--- config.mk ---
export PLATFORM = sky130hd
export DESIGN_NAME = sevq_cell
export DESIGN_NICKNAME = d
export VERILOG_FILES = /design/src/sevq_pkg.sv /design/src/sevq_cell.sv
export SDC_FILE = /design/constraint.sdc
export NUM_CORES = 1
export LEC_CHECK = 0
export ABC_AREA = 1
export BUFFER_PORTS_ARGS = -buffer_cell sky130_fd_sc_hd__buf_2
export CELL_PAD_IN_SITES_DETAIL_PLACEMENT = 0
export CELL_PAD_IN_SITES_GLOBAL_PLACEMENT = 1
export CORE_AREA = 5 5 145 147
export DETAILED_ROUTE_END_ITERATION = 12
export DIE_AREA = 0 0 150 152
export GPL_TIMING_DRIVEN = 0
export MAX_ROUTING_LAYER = met4
export PLACE_DENSITY_LB_ADDON = 0.1
export SLEW_MARGIN = 20
export SYNTH_ARGS = -nofsm -noshare
export SYNTH_HDL_FRONTEND = slang
export SYNTH_SLANG_ARGS = --single-unit
export TNS_END_PERCENT = 30
--- constraint.sdc ---
create_clock -name i_clk -period 3.63 [get_ports i_clk]
set_clock_uncertainty 0.05 [all_clocks]
set_input_delay 1.089 -clock i_clk [delete_from_list [all_inputs] [get_ports i_clk]]
set_output_delay 1.089 -clock i_clk [all_outputs]
set_load 0.01 [all_outputs]
--- src/sevq_pkg.sv ---
`timescale 1ns / 1ps
// shared types and constants for the sorted event queue
package sevq_pkg;

    localparam int POS_W         = 32;
    localparam int HANDLE_PORT_W = 16;
    localparam int CAP_W         = 7;
    localparam int RANK_W        = 6;
    localparam int CMD_W         = 2;

    localparam logic [CMD_W-1:0] CMD_INSERT = 2'd0;
    localparam logic [CMD_W-1:0] CMD_GET    = 2'd1;
    localparam logic [CMD_W-1:0] CMD_PEEK   = 2'd2;
    localparam logic [CMD_W-1:0] CMD_CLEAR  = 2'd3;

    typedef struct packed {
        logic ins;
        logic pop;
        logic tap_load;
        logic tap_shift;
    } t_cell_ctl;

endpackage

--- src/sevq_cell.sv ---
`timescale 1ns / 1ps
// one cell of the sorted chain: an entry register and a readout tap register
module sevq_cell #(
    parameter int HW = 16
) (
    input  logic                          i_clk,
    input  sevq_pkg::t_cell_ctl           i_ctl,
    input  logic [sevq_pkg::POS_W-1:0]    i_new_pos,
    input  logic [HW-1:0]                 i_new_handle,
    input  logic                          i_occ,
    input  logic                          i_left_move,
    input  logic [sevq_pkg::POS_W-1:0]    i_left_pos,
    input  logic [HW-1:0]                 i_left_handle,
    input  logic [sevq_pkg::POS_W-1:0]    i_right_pos,
    input  logic [HW-1:0]                 i_right_handle,
    input  logic [sevq_pkg::POS_W-1:0]    i_right_tap_pos,
    input  logic [HW-1:0]                 i_right_tap_handle,
    output logic                          o_move,
    output logic [sevq_pkg::POS_W-1:0]    o_pos,
    output logic [HW-1:0]                 o_handle,
    output logic [sevq_pkg::POS_W-1:0]    o_tap_pos,
    output logic [HW-1:0]                 o_tap_handle
);

    logic [sevq_pkg::POS_W-1:0] r_pos;
    logic [HW-1:0]              r_handle;
    logic [sevq_pkg::POS_W-1:0] r_tap_pos;
    logic [HW-1:0]              r_tap_handle;
    logic [sevq_pkg::POS_W-1:0] n_pos;
    logic [HW-1:0]              n_handle;
    logic [sevq_pkg::POS_W-1:0] n_tap_pos;
    logic [HW-1:0]              n_tap_handle;

    // entries strictly greater than the new key, and empty slots, make room
    assign o_move = !i_occ || (r_pos > i_new_pos);

    always_comb begin
        n_pos    = r_pos;
        n_handle = r_handle;
        if (i_ctl.ins && o_move) begin
            if (i_left_move) begin
                n_pos    = i_left_pos;
                n_handle = i_left_handle;
            end else begin
                n_pos    = i_new_pos;
                n_handle = i_new_handle;
            end
        end else if (i_ctl.pop) begin
            n_pos    = i_right_pos;
            n_handle = i_right_handle;
        end
    end

    always_comb begin
        n_tap_pos    = r_tap_pos;
        n_tap_handle = r_tap_handle;
        if (i_ctl.tap_load) begin
            n_tap_pos    = r_pos;
            n_tap_handle = r_handle;
        end else if (i_ctl.tap_shift) begin
            n_tap_pos    = i_right_tap_pos;
            n_tap_handle = i_right_tap_handle;
        end
    end

    always_ff @(posedge i_clk) begin
        r_pos        <= n_pos;
        r_handle     <= n_handle;
        r_tap_pos    <= n_tap_pos;
        r_tap_handle <= n_tap_handle;
    end

    assign o_pos        = r_pos;
    assign o_handle     = r_handle;
    assign o_tap_pos    = r_tap_pos;
    assign o_tap_handle = r_tap_handle;

endmodule

==> metrics.cfg, run 1 <==
[synth]
postSynthCellCount = 646
yosysTopAreaCell = sky130_fd_sc_hd__edfxtp_1
net_count_of_the_mapped_netlist = 877
synth_top_cells_by_area = sky130_fd_sc_hd__edfxtp_1, sky130_fd_sc_hd__nand2_1, sky130_fd_sc_hd__ha_1
synth.avg_cell_area_um2 = 8.565
synthDistinctLibCells = 19
post-synth-top-area-fraction = 0.5210
ys_warn_count = 0
yosysSeqAreaShare = 0.5210
post_synth_instance_area_um2 = 5533
postSynthRegisterBits = 96

[floorplan]
fp.coreArea_um2 = 19780
num_io_pins = 296
die_area_um2 = 22800
initial_core_util = 0.2797
die_h_um = 152
rows = 52
floorplan.die.width_um = 150

[cells_and_area]
drive_gt1_frac = 0.4235
nNetsFinal = 1187
fin_cells = 1234
leading_cell_type_in_the_layout_fill_and_taps_excluded = sky130_fd_sc_hd__buf_2
mostFrequentLayoutCells = sky130_fd_sc_hd__buf_2, sky130_fd_sc_hd__nand2_1, sky130_fd_sc_hd__edfxtp_1, sky130_fd_sc_hd__nand3_1, sky130_fd_sc_hd__o21ai_0
syn2layout_area_growth_pct = 44.44

[timing]
whs_ns = 0.4959
timing.final.max_slew_violations = 0
worstMarginPinSlew_ns = 0.7897
count_of_final_hold_check_violations = 0
final.period_utilization = 0.9833
setup_violations = 0
slew_headroom = 0.4735
rsz0062_at_grt = true
clock.fmax_mhz = 280.2
timing.final.crit_period_ns = 3.569

[power]
share_clk_of_total_power = 0.303
power.leakage_nw = 4.053
cellInternalPower_mw = 2.306
sequentialPowerShare = 0.440
netSwitchingFraction = 0.3105
netSwitchingPower_mw = 1.039
p_comb_frac = 0.257
worst_ir_drop_vdd_uv = 215.4
power_per_cell_area_nw_per_um2 = 418.5

[worst_setup_path]
path_common_cell = sky130_fd_sc_hd__nand2_1
critical_path_class = in -> out
cp.arrival_ns = 2.43
path_buf_inv = 4
timing.critical_path.required_ns = 2.49
timing.critical_path.slowest_cell_delay_ns = 0.19
path_max_fanout = 2
worstSetupStartpointType = input pin
cp_cell_sequence = buf_6 > inv_4 > ha_4 > a21o_1 > nor2_2 > nand2_2 > nand2_1 > nand2_1 > nand2_1 > nand2_1 > nand2_2 > nand2_4 > buf_8 > buf_6
slowest_stage = sky130_fd_sc_hd__ha_4
critical-path-top-delay-family = simple AND/OR/NAND/NOR gates
endpoint_kind_of_the_worst_setup_timing_path = output port

[clock_network]
clockRootBuffer = sky130_fd_sc_hd__clkbuf_16
clock_pin_slew_on_the_worst_setup_and_hold_paths_ns = 0.07
insertion_delay_ns = 0.36
cts_sinks = 96
cts_tree = built
cts.htree.levels = 3
tritoncts.num_buffers = 9
cts_buffer_depth = 2

[global_route]
initial_antenna_violation_count = 2
grt_pass1_vias = 5311
globalRouteOverflowTotal = 0
grt_pass1_wl_mm = 30.34
grt_util_all_layers = 0.1800
grt_start_max_net_pins = 49

[drt]
via_count = 5307
antenna_violating_nets_post_route = 0
drt-pass1-iter-count = 4
drc_marker_count_from_the_first_detailed_route_iteration = 230
postRouteWirelength_mm = 20.87
post_drt_via_cell_ratio = 4.301
drc_violation_count_after_routing = 0
drt-wirelength-per-cell_um = 16.91

[placement]
port_buffers = 294
place_congestion = 0.8059
dp_cells = 1210
dp_hpwl_mm = 15.61

[min_path]
hold_path_class = reg -> reg

[run_status]
status = finished clean

[flow_run]
max-cap-violations = 0

path summary, 6_finish.rpt:
check / slack [ns] / endpoint / from / depth (start not counted)
setup / recovery: 0.06 / o_move / i_new_pos[7] / 14
hold / removal: 0.50 / o_tap_handle[4]$_DFFE_PP_ / o_handle[4]$_DFFE_PP_ / 2
setup reg to reg: 0.50 / o_pos[5]$_DFFE_PP_ / o_pos[2]$_DFFE_PP_ / 19
hold reg to reg: 0.50 / o_tap_handle[4]$_DFFE_PP_ / o_handle[4]$_DFFE_PP_ / 2
worst register-to-register path, cell delays in order, from the launching register on:
cell and delay (ns):
sky130_fd_sc_hd__edfxtp_1 0.50, sky130_fd_sc_hd__ha_4 0.31, sky130_fd_sc_hd__nand2_1 0.05, sky130_fd_sc_hd__inv_2 0.06, sky130_fd_sc_hd__nand2_2 0.05, sky130_fd_sc_hd__nand2_1 0.05, sky130_fd_sc_hd__nand2_1 0.06, sky130_fd_sc_hd__nand2_2 0.09
sky130_fd_sc_hd__nand2_1 0.06, sky130_fd_sc_hd__nand2_1 0.05, sky130_fd_sc_hd__nand2_1 0.05, sky130_fd_sc_hd__nand2_1 0.07, sky130_fd_sc_hd__nand2_2 0.06, sky130_fd_sc_hd__nand2_4 0.06, sky130_fd_sc_hd__buf_4 0.10, sky130_fd_sc_hd__buf_4 0.12
sky130_fd_sc_hd__nand2_2 0.08, sky130_fd_sc_hd__buf_6 0.15, sky130_fd_sc_hd__buf_6 0.15, sky130_fd_sc_hd__nand2_4 0.55
registers in the layout (all words and copies together) (netlist names):
name	cells
o_pos	32
o_tap_pos	32
o_handle	16
o_tap_handle	16
area by class of cell:
class / count / area, um2
Sequential cell: 96 / 2883
Timing Repair Buffer: 299 / 1521
Antenna cell: 3 / 7.507
Clock buffer: 9 / 225.2
Inverter: 42 / 160.2
Fill cell: 2168 / 11790
Clock inverter: 7 / 77.57
Multi-Input combinational cell: 474 / 2605
Buffer: 34 / 173.9
Tap cell: 270 / 337.8
power by group through the flow:
stage          logic [mW]  registers (mW)  clock network [mW]
6_report            0.859            1.47                1.01
5_1_grt             0.963            1.49                1.08
4_1_cts             0.821            1.46                1.04
3_5_place_dp        0.794            1.49                   0
3_3_place_gp        0.795            1.49                   0
2_1_floorplan       0.350            1.55                   0
synth_stat cells:
cell type / number
sky130_fd_sc_hd__a21oi_1: 13
sky130_fd_sc_hd__nand2_1: 309
sky130_fd_sc_hd__inv_1: 42
sky130_fd_sc_hd__nand4_1: 2
sky130_fd_sc_hd__o21a_1: 1
sky130_fd_sc_hd__nor2_1: 12
sky130_fd_sc_hd__buf_6: 3
sky130_fd_sc_hd__clkbuf_1: 20
sky130_fd_sc_hd__buf_2: 8
sky130_fd_sc_hd__a21o_1: 1
sky130_fd_sc_hd__buf_4: 1
sky130_fd_sc_hd__ha_1: 32
sky130_fd_sc_hd__nand2_2: 2
sky130_fd_sc_hd__nand3_1: 50
sky130_fd_sc_hd__buf_1: 2
sky130_fd_sc_hd__mux2_2: 17
sky130_fd_sc_hd__o21ai_0: 34
sky130_fd_sc_hd__or2_2: 1
sky130_fd_sc_hd__edfxtp_1: 96
stage by stage:
stage	worst slack [ns]	cell area, um2	TNS [ns]	total power, mW	util
floorplan	0.2595	5535	0	1.896	-
CTS	0.002845	7732	0	3.320	0.3909
global placement	-0.6778	7345	-32.68	2.283	0.3713
global route	-0.01322	7989	-0.01322	3.533	0.4039
detailed placement	-0.3439	7352	-10.42	2.281	0.3717
finish	0.06073	7991	0	3.344	0.4040
kinds of logic (layout without fill, tap and decap cells):
family,count (synthesis),in the layout,share of synthesized area
mux,17,17,0.03460
buf+inv,76,391,0.05812
flops,96,96,0.5210
other cells,0,3,0
fa+ha+maj,32,32,0.07236
compound gates,49,49,0.04523
simple gates,376,376,0.2687
what timing repair did:
action,in CTS,in global routing
resized for setup,16,51
pin swaps,5,27
hold buffers,0,0
gates cloned,0,0
setup buffers,2,3
setup endpoints to repair,1,36
routing by layer:
layer,GRT usage,vias up,routed length [um],share of wire
met5,-,-,0,0
met1,0.2201,2363,9037,0.43
met4,0.04575,0,250,0.012
met2,0.3024,183,10220,0.49
met3,0.03843,14,1370,0.066
li1,-,2747,-,-
Power figures use the tool's default switching activity.
==> run 2, diff against run 1 <==
- PLACE_DENSITY: unset -> 0.88
- PLACE_DENSITY_LB_ADDON: 0.1 -> unset
==> run 2 against run 1 <==
Worst setup slack better by 0.084 ns. Total power is 3.9% higher. Count of clock-buffer cells in the layout stayed put. Sequential share of layout area is 0.26 points lower. Sequential cell count stayed put. Sequential power hardly changed. Hold slack worse by 0.0020 ns. Largest power group unchanged. Critical path depth stayed put. Combinational power is 2% higher. Critical path type unchanged. Die area stayed put.
==> metrics.cfg, run 2 (synthesis results as in run 1) <==
[run_status]
status = finished clean

[floorplan]
initial_core_util = 0.2797  ; unchanged
rows = 52  ; unchanged
die_h_um = 152  ; unchanged
die_area_um2 = 22800  ; unchanged
num_io_pins = 296  ; unchanged
floorplan.die.width_um = 150  ; unchanged
fp.coreArea_um2 = 19780  ; unchanged

[clock_network]
cts.htree.levels = 3  ; unchanged
tritoncts.num_buffers = 9  ; unchanged
insertion_delay_ns = 0.35  ; about the same
cts_buffer_depth = 2  ; unchanged
cts_sinks = 96  ; unchanged
clock_pin_slew_on_the_worst_setup_and_hold_paths_ns = 0.07  ; about the same
cts_tree = built
clockRootBuffer = sky130_fd_sc_hd__clkbuf_16

[min_path]
min_delay_worst_endpoint = o_tap_handle[3]$_DFFE_PP_
worst_hold_path_depth = 2  ; unchanged
hold_path_startpoint = o_handle[3]$_DFFE_PP_
hold_path_class = reg -> reg

[timing]
setup_ws_ns = 0.1446  ; +0.08388 ns
worstMarginPinSlew_ns = 0.7550  ; -0.03474 ns
setup_tns_ns = 0  ; unchanged
count_of_final_hold_check_violations = 0  ; unchanged
timing.final.max_slew_violations = 0  ; unchanged
setup_violations = 0  ; unchanged
clock.fmax_mhz = 286.9  ; +2.4%
timing.final.crit_period_ns = 3.485  ; -0.08388 ns
final.period_utilization = 0.9602  ; -0.02311
slew_headroom = 0.4967  ; +0.02316

[flow_run]
max-cap-violations = 0  ; unchanged

[power]
power_per_cell_area_nw_per_um2 = 431.6  ; +3.1%
power.leakage_nw = 4.076  ; +0.56%
post-layout-total-power_mw = 3.474  ; +3.9%
worst_ir_drop_vdd_uv = 201.3  ; -6.6%

[cells_and_area]
mostFrequentLayoutCells = sky130_fd_sc_hd__buf_2, sky130_fd_sc_hd__nand2_1, sky130_fd_sc_hd__edfxtp_1, sky130_fd_sc_hd__nand3_1, sky130_fd_sc_hd__o21ai_0
leading_cell_type_in_the_layout_fill_and_taps_excluded = sky130_fd_sc_hd__buf_2
syn2layout_area_growth_pct = 45.48
nNetsFinal = 1186  ; -0.084%
drive_gt1_frac = 0.4219  ; -0.001642
fin_cells = 1231  ; -0.24%
num-fill-cells = 2083  ; -3.9%

[worst_setup_path]
timing.critical_path.required_ns = 2.49  ; about the same
critical_path_class = in -> out
worstSetupStartpointType = input pin
path_max_fanout = 3  ; +1
crit-reg2reg-launch = o_pos[13]$_DFFE_PP_
endpoint_kind_of_the_worst_setup_timing_path = output port
r2r_slack_ns = 0.58  ; +0.08 ns
cp.arrival_ns = 2.35  ; -0.08 ns
regToRegEndpoint = o_pos[18]$_DFFE_PP_
rr_worst_depth = 16  ; -3
crit_path_start = i_new_pos[13]

[drt]
drc_violation_count_after_routing = 0  ; unchanged
drt-wirelength-per-cell_um = 17.08  ; +0.99%
postRouteWirelength_mm = 21.03  ; +0.75%
post_drt_via_cell_ratio = 4.426  ; +2.9%
antenna_violating_nets_post_route = 0  ; unchanged
via_count = 5448  ; +2.7%
drc_marker_count_from_the_first_detailed_route_iteration = 202  ; -12%
drt-pass1-iter-count = 5  ; +1

[placement]
dp_slack_ns = -0.3529  ; -0.009047 ns
port_buffers = 294  ; unchanged
dp_hpwl_mm = 15.81  ; +1.3%
dp_cells = 1210  ; unchanged
place_congestion = 0.7973  ; -1.1%

[global_route]
grt_start_max_net_pins = 49  ; unchanged
grt_util_all_layers = 0.1826  ; +0.002574
initial_antenna_violation_count = 1  ; -1
grt_pass1_vias = 5504  ; +3.6%
grt_pass1_wl_mm = 30.81  ; +1.5%
globalRouteOverflowTotal = 0  ; unchanged

==> run 2: cell types whose count changed in the layout (fill, tap and decap cells not counted), sizes merged <==
cell      previous run  this run
diode                3         1
buf                313       312
clkinv               2         1
clkinvlp             1         2
inv                 45        43
bufinv               1         3
==> run 2: cell type report <==
cell class / count / area (um2) / share of cell area
flip-flops and latches: 96 / 2883 / 0.3582
multi-input cells: 474 / 2643 / 0.3283
repair buffers: 299 / 1521 / 0.1890
well taps: 270 / 337.8 / 0.04197
clock buffers: 9 / 225.2 / 0.02798
inverters: 42 / 160.2 / 0.01990
plain buffers: 33 / 158.9 / 0.01974
clock inverters: 7 / 117.6 / 0.01461
diodes: 1 / 2.502 / 0.0003109
==> run 2: stage by stage <==
stage	hold WS [ns]	area, um2	util
2_1_floorplan	0.5405	5535	-
3_3_place_gp	0.4742	7345	0.3713
3_5_place_dp	0.4764	7352	0.3717
4_1_cts	0.4934	7890	0.3989
5_1_grt	0.5274	8049	0.4069
6_report	0.4939	8049	0.4069
==> run 2: report_power, final <==
part | total (mW) | leakage (nW) | internal, mW | switching [mW]
clock | 1.13 | 0.160 | 0.675 | 0.450
combinational | 0.877 | 2.92 | 0.373 | 0.505
sequential | 1.47 | 0.992 | 1.39 | 0.0783
total | 3.47 | 4.08 | 2.44 | 1.03
==> run 2: worst max-delay path: stages <==
cell	delay (ns)
sky130_fd_sc_hd__buf_2	0.08
sky130_fd_sc_hd__inv_1	0.07
sky130_fd_sc_hd__ha_4	0.28
sky130_fd_sc_hd__nand2_1	0.08
sky130_fd_sc_hd__nor2_4	0.11
sky130_fd_sc_hd__nand2_2	0.08
sky130_fd_sc_hd__inv_1	0.07
sky130_fd_sc_hd__nand2_2	0.05
sky130_fd_sc_hd__nand2_2	0.07
sky130_fd_sc_hd__nand2_1	0.05
sky130_fd_sc_hd__nand2_1	0.06
sky130_fd_sc_hd__nand2_2	0.06
sky130_fd_sc_hd__nand2_4	0.08
sky130_fd_sc_hd__buf_6	0.11
==> run 2: metal layers <==
| layer | wire, um | up-vias | global-route usage | share of wire |
|---|---|---|---|---|
| met3 | 1382 | 23 | 0.03843 | 0.066 |
| li1 | - | 2750 | - | - |
| met2 | 10470 | 206 | 0.3109 | 0.50 |
| met5 | 0 | - | - | 0 |
| met4 | 242 | 0 | 0.04096 | 0.012 |
| met1 | 8935 | 2469 | 0.2222 | 0.42 |
==> run 2: how the worst max path moves through the flow <==
stage / endpoint / slack [ns]
2_1_floorplan: o_handle[0]$_DFFE_PP_ / 0.26
3_3_place_gp: o_pos[7]$_DFFE_PP_ / -0.62
3_5_place_dp: o_move / -0.35
4_1_cts: o_move / 0.0007
5_1_grt: o_pos[18]$_DFFE_PP_ / -0.004
6_report: o_move / 0.14
==> run 2: timing repair <==
action                     in CTS  in global routing
gates resized for setup        34                 37
hold buffers                    0                  0
pin swaps                      26                 32
setup buffers                   3                  2
setup endpoints to repair       1                 49
